### src/sv/flrs_pkg.sv
package flrs_pkg;

  localparam int STORE_BYTES_DEF = 4096;
  localparam int MAX_VALUE_BYTES_DEF = 8;
  localparam int FIFO_DEPTH_DEF = 2;

  // wide enough for a region offset plus one slot at the largest store
  localparam int PTR_W = 17;

  localparam logic [1:0] CMD_SET = 2'd0;
  localparam logic [1:0] CMD_GET = 2'd1;
  localparam logic [1:0] CMD_RAW = 2'd2;
  localparam logic [1:0] CMD_CLR = 2'd3;

  localparam logic [1:0] ST_OK   = 2'd0;
  localparam logic [1:0] ST_HDR  = 2'd1;
  localparam logic [1:0] ST_NONE = 2'd2;

  localparam logic [1:0] REG_REGION = 2'd0;
  localparam logic [1:0] REG_LEN    = 2'd1;
  localparam logic [1:0] REG_END    = 2'd2;
  localparam logic [1:0] REG_ALIGN  = 2'd3;

  typedef struct packed {
    logic [1:0]  command;
    logic [63:0] new_value;
    logic [11:0] byte_address;
    logic [7:0]  byte_data;
  } in_item_t;

  typedef struct packed {
    logic [1:0]  status;
    logic [63:0] read_value;
    logic [11:0] record_address;
  } out_item_t;

  typedef struct packed {
    logic [1:0]       cmd;
    logic [63:0]      value;
    logic [11:0]      baddr;
    logic [7:0]       bdata;
    logic [7:0]       sum;
    logic [3:0]       len;
    logic [3:0]       slot;
    logic [PTR_W-1:0] region;
    logic [7:0]       end_b;
  } job_t;

endpackage

### src/sv/flrs_front.sv
module flrs_front #(
  parameter int STORE_BYTES = flrs_pkg::STORE_BYTES_DEF,
  parameter int MAX_VALUE_BYTES = flrs_pkg::MAX_VALUE_BYTES_DEF
) (
  input  logic                 start_i,
  input  logic                 busy_i,
  input  flrs_pkg::in_item_t   item_i,
  input  logic [12:0]          region_size_i,
  input  logic [3:0]           value_length_i,
  input  logic [7:0]           end_byte_i,
  input  logic                 align_four_i,
  output logic                 push_o,
  output flrs_pkg::job_t       job_o
);

  localparam logic [flrs_pkg::PTR_W-1:0] StoreB = flrs_pkg::PTR_W'(STORE_BYTES);
  localparam logic [3:0] MaxL = 4'(MAX_VALUE_BYTES);

  logic [flrs_pkg::PTR_W-1:0] rs;
  logic [3:0] l;
  logic [3:0] s2;
  logic [7:0] sum;

  always_comb begin
    rs = flrs_pkg::PTR_W'(region_size_i);
    if (rs < flrs_pkg::PTR_W'(16)) rs = flrs_pkg::PTR_W'(16);
    if (rs > StoreB) rs = StoreB;
    l = value_length_i;
    if (l < 4'd1) l = 4'd1;
    if (l > MaxL) l = MaxL;
    s2 = l + 4'd2;
    if (align_four_i) s2 = (s2 + 4'd3) & 4'b1100;
    sum = 8'd0;
    for (int k = 0; k < 8; k++) begin
      if (4'(k) < l) sum = sum + item_i.new_value[k*8 +: 8];
    end
  end

  assign push_o = start_i && !busy_i;

  always_comb begin
    job_o.cmd    = item_i.command;
    job_o.value  = item_i.new_value;
    job_o.baddr  = item_i.byte_address;
    job_o.bdata  = item_i.byte_data;
    job_o.sum    = sum;
    job_o.len    = l;
    job_o.slot   = s2;
    job_o.region = rs;
    job_o.end_b  = end_byte_i;
  end

endmodule

### config.mk
export PLATFORM = sky130hd
export DESIGN_NAME = flrs_front
export DESIGN_NICKNAME = d
export VERILOG_FILES = /design/src/sv/flrs_pkg.sv /design/src/sv/flrs_front.sv
export SDC_FILE = /design/constraint.sdc
export NUM_CORES = 1
export LEC_CHECK = 0
export ABC_AREA = 1
export CAP_MARGIN = 20
export CELL_PAD_IN_SITES_DETAIL_PLACEMENT = 1
export CELL_PAD_IN_SITES_GLOBAL_PLACEMENT = 1
export CORE_MARGIN = 2
export CORE_UTILIZATION = 26
export DETAILED_ROUTE_END_ITERATION = 10
export DONT_BUFFER_PORTS = 1
export GPL_ROUTABILITY_DRIVEN = 0
export GPL_TIMING_DRIVEN = 0
export PLACE_DENSITY = 0.53
export SYNTH_ARGS = -nofsm -noshare
export SYNTH_HDL_FRONTEND = slang
export SYNTH_SLANG_ARGS = --single-unit
### constraint.sdc
create_clock -name vclk -period 20.9
set_clock_uncertainty 0.05 [all_clocks]
set_input_delay 3.135 -clock vclk [all_inputs]
set_output_delay 3.135 -clock vclk [all_outputs]
set_load 0.05 [all_outputs]
==> results.sh <==
export IMPL_fp_dieW_um=129
export IMPL_slew_limit_headroom_pct=23.8
export IMPL_peakVddDrop_v=0.0000359
export IMPL_route_vias_total=4127
export IMPL_synth_top_cell_by_area="buf_4"
export IMPL_outcome="finished clean"
export IMPL_num_clock_buffers=0
export IMPL_crit_path_end_kind="output port"
export IMPL_design_seq_count=0
export IMPL_drive_gt1_share_pct=19.6
export IMPL_startpoint_type="primary input"
export IMPL_syn_avg_cell_area_sq_um=5.91
export IMPL_ys_seq_area_share_pct=0
export IMPL_dr_pass1_iters=4
export IMPL_syn_inst=688
export IMPL_stdcell_count=904
export IMPL_port_buffers=0
export IMPL_yosysWarnings=0
export IMPL_grt_pass1_vias=4070
export IMPL_fillers=2028
export IMPL_cts_hold_buffers=0
export IMPL_io_pins=242
export IMPL_period_minus_slack_ns=13.98
export IMPL_whs_path_depth=1
export IMPL_tns_ns=0
export IMPL_wl_per_cell_um=13.6
export IMPL_cpMaxStageDelayCell="fa_1"
export IMPL_die_area_sq_um=16700
export IMPL_critPathTopFamily="simple AND/OR/NAND/NOR gates"
export IMPL_drtIter0Drc=87
export IMPL_crit_required_ns=17.72
export IMPL_cap_viol_max_count=0
export IMPL_coreArea_sq_um=15300
export IMPL_start_util_pct=26.7
export IMPL_viasPerCell=4.57
export IMPL_grt_overflow_total=0
export IMPL_rsz0062_at_grt="no"
export IMPL_grt_start_max_net_pins=11
export IMPL_worst_path_buf_inv=6
export IMPL_antennaDiodeCount=0
export IMPL_final_nets=868
export IMPL_syn_cell_area_sq_um=4070
export IMPL_drc=0
export IMPL_yosysTopAreaCellShare_pct=18.1
export IMPL_gr_usage_all_layers_pct=13.8
export IMPL_max_freq_mhz=71.6
export IMPL_worstSetupPathDepth=48
export IMPL_synthTopCellsByArea="buf_4 (18%), ha_1 (16%), nand2_1 (15%)"
export IMPL_num_rows=45
export IMPL_timing_final_hold_violations=0
export IMPL_post_cts_buffers=0
export IMPL_place_area_sq_um=4350
export IMPL_min_period_over_period_pct=66.9
export IMPL_finalInstanceArea_sq_um=4360
export IMPL_yosys_cell_types_count=39
export IMPL_worstMarginPinSlew_ns=1.14
export IMPL_power_density_nw_per_um2=109
export IMPL_layout_common_cells="nand2_1 (165), buf_4 (98), inv_1 (95)"
export IMPL_hp_class="in2out"
export IMPL_final_util_pct=28.6
export IMPL_cp_common_cell="nand2_1"
export IMPL_area_growth_pct=7.14
export IMPL_drt_total_wl_um=12300
export IMPL_place_inst=903
export IMPL_regArea_sq_um=0
export IMPL_ant_nets=0
export IMPL_grt_pass1_wl_um=19000
export IMPL_final_common_cell="nand2_1"
export IMPL_cts_resized_gates=0
export IMPL_cp_data_arrival_time_ns=10.79
export IMPL_finalMaxSlewViolations=0
export IMPL_slowest_delay_ns=0.41
export IMPL_setup_viol=0
export IMPL_path_class="in2out"
export IMPL_hpwlAfterDp_um=11400
export IMPL_worst_path_max_fanout=5
export IMPL_die_h_um=129
export IMPL_p_leak_uw=0.00250
export IMPL_antenna_found_initial=0
-- stage by stage --
stage | hold WS (ns) | worst slack, ns | total power [uW]
finish | 6.39 | 6.92 | 477
global route | 6.39 | 6.13 | 537
CTS | 6.39 | 6.84 | 485
global placement | 6.39 | 6.94 | 474
floorplan | 6.39 | 7.80 | 399
detailed placement | 6.39 | 6.87 | 483
-- final timing paths --
kind | start | to | slack (ns)
setup / recovery | item_i[20] | job_o[40] | 6.92
hold / removal | item_i[81] | job_o[122] | 6.39
-- power breakdown --
part           leakage (uW)  total (uW)  internal, uW  switching, uW
sequential                0           0             0              0
combinational       0.00250         477           156            320
clock                     0           0             0              0
-- logic make-up (layout without fill, tap and decap cells) --
family | Yosys count | after routing | synth area share [%]
other cells | 1 | 4 | 0.0922
compound gates | 74 | 74 | 11.3
simple gates | 322 | 322 | 36.0
xor+xnor | 20 | 20 | 4.31
fa+ha+maj | 59 | 59 | 19.4
buf+inv | 212 | 214 | 28.9
-- metal layers --
metal | GRT usage (%) | vias up | wire length [um]
li1 | - | 2114 | -
met1 | 17.0 | 1879 | 5200
met2 | 27.5 | 132 | 6450
met3 | 1.20 | 2 | 617
met4 | 0.192 | 0 | 16
met5 | 0 | - | 0
-- layout make-up --
cell class	instances	area, sq um	area share (%)
inverters	100	377	8.64
well taps	211	264	6.06
repair buffers	2	15.0	0.345
multi-input cells	479	2900	66.6
plain buffers	112	798	18.3
-- Yosys cell counts, drive strengths merged, types with 3 or more instances --
cell and count:
nand4 20, fa 7, inv 99, buf 101
a31oi 6, xor2 15, o21ai 26, xnor2 5
ha 52, nor2 38, a21o 3, clkbuf 11
nand3b 7, a21oi 30, nand3 61, or2 9
nand2 175, and2 11
Power figures use the tool's default switching activity.
