===== src/sv/flrs_pkg.sv =====
package flrs_pkg;

  localparam int STORE_BYTES_DEF = 4096;
  localparam int MAX_VALUE_BYTES_DEF = 8;
  localparam int FIFO_DEPTH_DEF = 2;

  // wide enough for a region offset plus one slot at the largest store
  localparam int PTR_W = 17;

  localparam logic [1:0] CMD_SET = 2'd0;
  localparam logic [1:0] CMD_GET = 2'd1;
  localparam logic [1:0] CMD_RAW = 2'd2;
  localparam logic [1:0] CMD_CLR = 2'd3;

  localparam logic [1:0] ST_OK   = 2'd0;
  localparam logic [1:0] ST_HDR  = 2'd1;
  localparam logic [1:0] ST_NONE = 2'd2;

  localparam logic [1:0] REG_REGION = 2'd0;
  localparam logic [1:0] REG_LEN    = 2'd1;
  localparam logic [1:0] REG_END    = 2'd2;
  localparam logic [1:0] REG_ALIGN  = 2'd3;

  typedef struct packed {
    logic [1:0]  command;
    logic [63:0] new_value;
    logic [11:0] byte_address;
    logic [7:0]  byte_data;
  } in_item_t;

  typedef struct packed {
    logic [1:0]  status;
    logic [63:0] read_value;
    logic [11:0] record_address;
  } out_item_t;

  typedef struct packed {
    logic [1:0]       cmd;
    logic [63:0]      value;
    logic [11:0]      baddr;
    logic [7:0]       bdata;
    logic [7:0]       sum;
    logic [3:0]       len;
    logic [3:0]       slot;
    logic [PTR_W-1:0] region;
    logic [7:0]       end_b;
  } job_t;

endpackage


===== src/sv/flrs_fifo.sv =====
module flrs_fifo #(
  parameter int DEPTH = flrs_pkg::FIFO_DEPTH_DEF
) (
  input  logic           clk_i,
  input  logic           rst_ni,
  input  logic           push_i,
  input  flrs_pkg::job_t data_i,
  input  logic           pop_i,
  output logic           valid_o,
  output logic           full_o,
  output flrs_pkg::job_t data_o
);

  localparam int PW = (DEPTH > 1) ? $clog2(DEPTH) : 1;

  flrs_pkg::job_t mem_q [DEPTH];
  logic [PW-1:0] wp_q, rp_q;
  logic [PW:0]   cnt_q;

  assign valid_o = cnt_q != '0;
  assign full_o  = cnt_q == (PW+1)'(DEPTH);
  assign data_o  = mem_q[rp_q];

  always_ff @(posedge clk_i) begin
    if (push_i) mem_q[wp_q] <= data_i;
  end

  always_ff @(posedge clk_i or negedge rst_ni) begin
    if (!rst_ni) begin
      wp_q  <= '0;
      rp_q  <= '0;
      cnt_q <= '0;
    end else begin
      if (push_i) wp_q <= (wp_q == PW'(DEPTH-1)) ? '0 : wp_q + PW'(1);
      if (pop_i)  rp_q <= (rp_q == PW'(DEPTH-1)) ? '0 : rp_q + PW'(1);
      if (push_i && !pop_i) cnt_q <= cnt_q + (PW+1)'(1);
      else if (pop_i && !push_i) cnt_q <= cnt_q - (PW+1)'(1);
    end
  end

endmodule


===== config.mk =====
export PLATFORM = sky130hd
export DESIGN_NAME = flrs_fifo
export DESIGN_NICKNAME = d
export VERILOG_FILES = /design/src/sv/flrs_pkg.sv /design/src/sv/flrs_fifo.sv
export SDC_FILE = /design/constraint.sdc
export NUM_CORES = 1
export LEC_CHECK = 0
export ABC_AREA = 1
export BUFFER_PORTS_ARGS = -buffer_cell sky130_fd_sc_hd__buf_2
export CAP_MARGIN = 15
export CORE_ASPECT_RATIO = 2
export CORE_MARGIN = 2
export CORE_UTILIZATION = 35
export CTS_CLUSTER_SIZE = 10
export DETAILED_ROUTE_END_ITERATION = 10
export SLEW_MARGIN = 20
export SYNTH_ARGS = -nofsm -noshare
export SYNTH_HDL_FRONTEND = slang
export SYNTH_SLANG_ARGS = --single-unit

===== constraint.sdc =====
create_clock -name clk_i -period 8.77 [get_ports clk_i]
set_input_delay 0 -clock clk_i [delete_from_list [all_inputs] [get_ports clk_i]]
set_output_delay 0 -clock clk_i [all_outputs]
set_load 0.1 [all_outputs]

==> metrics.csv, run 1 <==
stage,metric,value,unit
synthesis,Syn. warnings,0,
route,Avg Vias per Cell,4.46,
critical_path,Crit Path Category,register to output pin,
synthesis,cell accounting for the most synthesized area,edfxtp_1,
synthesis,"Cell Area, Synth",0.00945,mm²
clocking,Clock Latency Late Sink,0.55,ns
clocking,cts repair resizes,0,
placement,post-detail-place hpwl,11900,µm
route,routed wire length,19900,µm
route,DR WL/cell,16.7,µm
clocking,CTS Buf Count,29,
synthesis,Syn Area/Cell,22.5,µm²
synthesis,post-synth top area share,0.807,
floorplanning,num ports,260,
synthesis,Synth cell types,13,
clocking,CTS sink cnt,258,
critical_path,crit path DAT,3.19,ns
route,DRC viols,0,
timing,Final Setup Violations,0,
cells_and_area,"commonest non-fill, non-tap cell in the layout",buf_2,
grt,largest net degree at the start of global routing,66,
clocking,clk root buf,clkbuf_16,
critical_path,Worst Path Max Fanout,65,
timing,Worst-Margin Slew,0.914,ns
critical_path,worst reg2reg path depth,3,
timing,Pins Over Slew Limit,0,
timing,minimum clock period,3.19,ns
floorplanning,Starting Density,0.354,
floorplanning,core box area,0.0267,mm²
clocking,clock tree from TritonCTS,yes,
timing,Final Hold Fails,0,
worst_hold_path,Worst Min Path Start,data_i[67],
worst_hold_path,hold worst-path end,mem_q[0][67],
synthesis,Syn Inst Count,420,
critical_path,Critical Path RT,8.77,ns
grt,All-Layer GR Usage,0.137,
worst_hold_path,Hold Crit Class,primary input to register,
critical_path,buffers and inverters on the worst path,2,
cells_and_area,most frequent cells in the layout,"buf_2, edfxtp_1, dlygate4sd3_1",
grt,initial antenna violation count,1,
synthesis,register bit count reported by yosys,258,
route,DRT antenna net count,0,
critical_path,crit end category,output pin,
critical_path,CP max stage cell,dfrtp_4,
floorplanning,cell row count,85,
run,number of max-cap violations,0,
clocking,clock-pin slew on the worst setup and hold paths,0.06,ns
synthesis,Mapped Nets,552,
timing,Final period util,0.364,
floorplanning,Die Ht,236,µm
critical_path,crit-path cells,buf_4 > mux2_2 > buf_2,
cells_and_area,area delta synth->final,39.2,%
critical_path,"slowest stage delay, CP",1.00,ns
route,DRT Pass-1 Iters,4,
synthesis,Area contributors post-synth,"edfxtp_1, mux2_2, clkbuf_8, dfrtp_1, buf_6",
grt,vias in the first global route,5752,
synthesis,register area share after synthesis,0.818,
clocking,H-Tree Depth,1,
timing,Rel. slew slack,0.391,
critical_path,startpoint type of the worst setup path,register,
placement,IO buf count,259,
status,status,"finished, final reports clean",
placement,GP Congestion,0.685,
cells_and_area,Final #Nets,964,
route,Iteration-0 DRC Markers,326,
timing,setup TNS,0,ns
route,via count,5326,
clocking,clk buf depth,3,
cells_and_area,share of cells above drive strength 1,0.502,
timing,Final Skew,0.0162,ns
worst_hold_path,Worst Hold Path Cells,2,
floorplanning,DIE AREA,0.0284,mm²
critical_path,CP top delay family,buffers and inverters,
critical_path,r2r setup slk,6.34,ns
timing,RSZ-0062 raised after global routing,no,
grt,grt total ovfl,0,
critical_path,worst r2r src,wp_q,
grt,global-route wire length before repair,30700,µm
timing,fmax,314,MHz
critical_path,r2r endpoint,mem_q[1][119],
floorplanning,Die X,120,µm
critical_path,WP depth,3,
==> routing by layer <==
layer / up-vias / share of wire / GRT usage
met3: 28 / 0.11 / 0.0525
met4: 0 / 0.023 / 0.0471
met5: - / 0 / 0
met1: 2571 / 0.41 / 0.169
li1: 2483 / - / -
met2: 244 / 0.46 / 0.220
==> flip-flops by register name, summed over array words and instances (netlist names) <==
signal / cells
rp_q: 1
wp_q: 1
mem_q: 254
cnt_q: 2
==> per-stage QoR <==
| stage | std cells | setup slack (ns) | hold WS (ns) | util | cell area [µm²] |
|---|---|---|---|---|---|
| after floorplan | 420 | 2.46 | -0.296 | - | 9450 |
| after global placement | 1018 | 6.06 | -0.188 | 0.414 | 11000 |
| after detailed placement | 1018 | 6.03 | -0.186 | 0.414 | 11000 |
| after CTS | 1193 | 5.42 | 0.135 | 0.492 | 13100 |
| after global routing | 1194 | 5.36 | 0.157 | 0.493 | 13100 |
| final | 1194 | 5.58 | 0.167 | 0.493 | 13100 |
==> logic make-up after synthesis <==
group                      Yosys count  synth area share
and+or+nand+nor                     10           0.00437
xor gates and xnor gates             3           0.00278
DFF                                258             0.818
adders and majority gates            1           0.00132
muxes                              127             0.151
buffers and inverters               21            0.0221
==> worst max-delay path by stage <==
stage	startpoint	endpoint
floorplan	wp_q	mem_q[0][0]
global placement	rp_q	data_o[18]
detailed placement	rp_q	data_o[18]
CTS	rp_q	data_o[18]
global route	rp_q	data_o[0]
finish	rp_q	data_o[18]
==> cell usage after synthesis <==
library cell,instances
inv_1,7
nand3_1,1
buf_6,4
nand2_1,6
edfxtp_1,254
mux2_2,127
dfrtp_1,4
nor2_1,2
nand4_1,1
clkbuf_8,10
xnor2_1,1
ha_1,1
xor2_1,2
==> layout make-up <==
cell class,instances,area [µm²]
diodes,1,2.50
clock buffers,43,778
clock inverters,1,8.76
fillers,2264,13500
inverters,7,28.8
multi-input cells,141,1520
flip-flops and latches,258,7730
well taps,348,435
repair buffers,395,2650
==> what timing repair did <==
item / 4_1_cts / 5_1_grt
hold buffers: 131 / 0
endpoints found under the hold margin: 262 / 0
setup buffers: 0 / 0
setup endpoints to repair: 0 / 0
Power of run 1 is left out: the tool's default activity adds up to more than one toggle a clock period on the data nets, which glitch-free logic cannot reach.
==> run 2: changes to the inputs <==
- clock period: 8.77 -> 2.9 ns (I/O delays scaled with it)
==> run 2 against run 1 <==
Against the previous run: flip-flop and latch count did not move; largest cell class unchanged; worst hold slack improved by 0.018 ns; critical endpoint is now data_o[7]; routed wire length rose by 1.8%; critical path type unchanged; non-clock buffer count rose by 5.
==> metrics.csv, run 2 (synthesized netlist as in run 1, its figures left out) <==
stage,metric,value,unit,change
status,status,"finished, final reports clean",,
floorplanning,core box area,0.0267,mm²,unchanged
critical_path,CP endpoint,data_o[7],,
timing,fmax,428,MHz,
critical_path,startpoint type of the worst setup path,register,,
critical_path,crit path DAT,2.34,ns,-0.85 ns
critical_path,Crit Path Category,register to output pin,,
floorplanning,Die Ht,236,µm,unchanged
grt,largest net degree at the start of global routing,66,,unchanged
cells_and_area,top flop regs,"mem_q: 254 flops, cnt_q: 2 flops",,
clocking,Clock Latency Late Sink,0.53,ns,-0.02 ns
clocking,CTS Buf Count,29,,unchanged
critical_path,CP max stage cell,dfrtp_4,,
critical_path,r2r endpoint,mem_q[0][68],,
route,routed wire length,20200,µm,+1.8%
route,WL met3,2210,µm,+3.4%
route,WL met2,9290,µm,+0.87%
cells_and_area,share of cells above drive strength 1,0.499,,-0.00236
cells_and_area,Final #Nets,969,,+0.52%
route,via count,5386,,+1.1%
cells_and_area,fill count,2190,,-3.3%
clocking,H-Tree Depth,1,,unchanged
critical_path,CP startpoint,rp_q,,
route,Top Metal Used,met5,,
route,DR WL/cell,16.8,µm,+0.64%
cells_and_area,"commonest non-fill, non-tap cell in the layout",buf_2,,
grt,All-Layer GR Usage,0.139,,+0.00208
route,DRT Pass-1 Iters,4,,unchanged
timing,Rel. slew slack,0.441,,+0.0499
route,Iteration-0 DRC Markers,291,,-11%
clocking,clk root buf,clkbuf_16,,
critical_path,worst r2r src,wp_q,,
critical_path,crit-path cells,buf_4 > mux2_2 > buf_2,,
placement,post-detail-place hpwl,12400,µm,+4.8%
timing,Final Setup Violations,0,,unchanged
cells_and_area,most frequent cells in the layout,"buf_2, edfxtp_1, dlygate4sd3_1",,
critical_path,worst reg2reg path depth,2,,-1
clocking,clock tree from TritonCTS,yes,,
timing,minimum clock period,2.34,ns,
route,Avg Vias per Cell,4.46,,about the same
worst_hold_path,Hold Crit Class,primary input to register,,
clocking,clock-pin slew on the worst setup and hold paths,0.06,ns,about the same
floorplanning,cell row count,85,,unchanged
timing,RSZ-0062 raised after global routing,no,,
timing,Pins Over Slew Limit,0,,unchanged
floorplanning,Starting Density,0.354,,unchanged
timing,Worst-Margin Slew,0.837,ns,-0.0768 ns
critical_path,crit end category,output pin,,
critical_path,CP top delay family,flip-flops,,
floorplanning,num ports,260,,unchanged
clocking,setup bufs post-CTS,0,,unchanged
critical_path,r2r setup slk,1.16,ns,-5.18 ns
critical_path,"slowest stage delay, CP",0.71,ns,-0.29 ns
clocking,clk buf depth,3,,unchanged
critical_path,Critical Path RT,2.90,ns,-5.87 ns
critical_path,Worst Path Max Fanout,30,,-54%
timing,Final Hold Fails,0,,unchanged
cells_and_area,number of flip-flops in the largest register,254,,unchanged
clocking,cts repair resizes,0,,unchanged
floorplanning,DIE AREA,0.0284,mm²,unchanged
floorplanning,Die X,120,µm,unchanged
grt,vias in the first global route,5992,,+4.2%
placement,GP Congestion,0.730,,+6.6%
route,DRT antenna net count,0,,unchanged
clocking,CTS sink cnt,258,,unchanged
grt,initial antenna violation count,2,,+1
grt,grt total ovfl,0,,unchanged
critical_path,buffers and inverters on the worst path,2,,unchanged
clocking,Post-CTS Hold Buffers,131,,unchanged
timing,setup TNS,0,ns,unchanged
cells_and_area,"Most flops, register",mem_q,,
route,wire length on met1,8220,µm,+1.8%
route,DRC viols,0,,unchanged
timing,Final Skew,0.00398,ns,-0.0123 ns
timing,Final period util,0.806,,
grt,global-route wire length before repair,31100,µm,+1.4%
run,number of max-cap violations,0,,unchanged
cells_and_area,area delta synth->final,41.1,%,
critical_path,WP depth,3,,unchanged
placement,IO buf count,259,,unchanged
[run 2: layout make-up]
| class | instances | area [µm²] | area share |
|---|---|---|---|
| diodes | 1 | 2.50 | 0.000188 |
| flip-flops and latches | 258 | 7730 | 0.580 |
| inverters | 7 | 30.0 | 0.00225 |
| repair buffers | 400 | 2780 | 0.209 |
| clock buffers | 53 | 826 | 0.0620 |
| multi-input cells | 141 | 1520 | 0.114 |
| well taps | 348 | 435 | 0.0327 |
[run 2: metrics by stage]
stage / cell area, µm² / utilization / cells / hold slack [ns] / worst slack [ns]
detailed placement: 11200 / 0.419 / 1023 / -0.188 / 1.10
global placement: 11200 / 0.419 / 1023 / -0.192 / 1.12
floorplan: 9460 / - / 420 / -0.296 / 0.119
CTS: 13300 / 0.499 / 1207 / 0.153 / 0.507
global route: 13300 / 0.499 / 1208 / 0.180 / 0.475
finish: 13300 / 0.499 / 1208 / 0.186 / 0.563
[run 2: routing by layer]
metal,GRT usage,up-vias
li1,-,2497
met1,0.166,2592
met2,0.230,262
met3,0.0520,33
met4,0.0496,2
met5,0,-
[run 2: worst min-delay path by stage]
| stage | from | to | slack, ns | cells past startpoint |
|---|---|---|---|---|
| global route | data_i[9] | mem_q[1][9] | 0.18 | 2 |
| finish | data_i[9] | mem_q[1][9] | 0.19 | 2 |
| floorplan | rst_ni | cnt_q[0] | -0.30 | 0 |
| CTS | data_i[52] | mem_q[1][52] | 0.15 | 2 |
| global placement | rst_ni | wp_q | -0.19 | 1 |
| detailed placement | rst_ni | wp_q | -0.19 | 1 |
[run 2: worst register-to-register path, stage by stage, from the launching register on]
cell	delay, ns
dfrtp_1	0.42
nor2_4	0.68
buf_12	0.30
Power of run 2 is left out for the same reason.
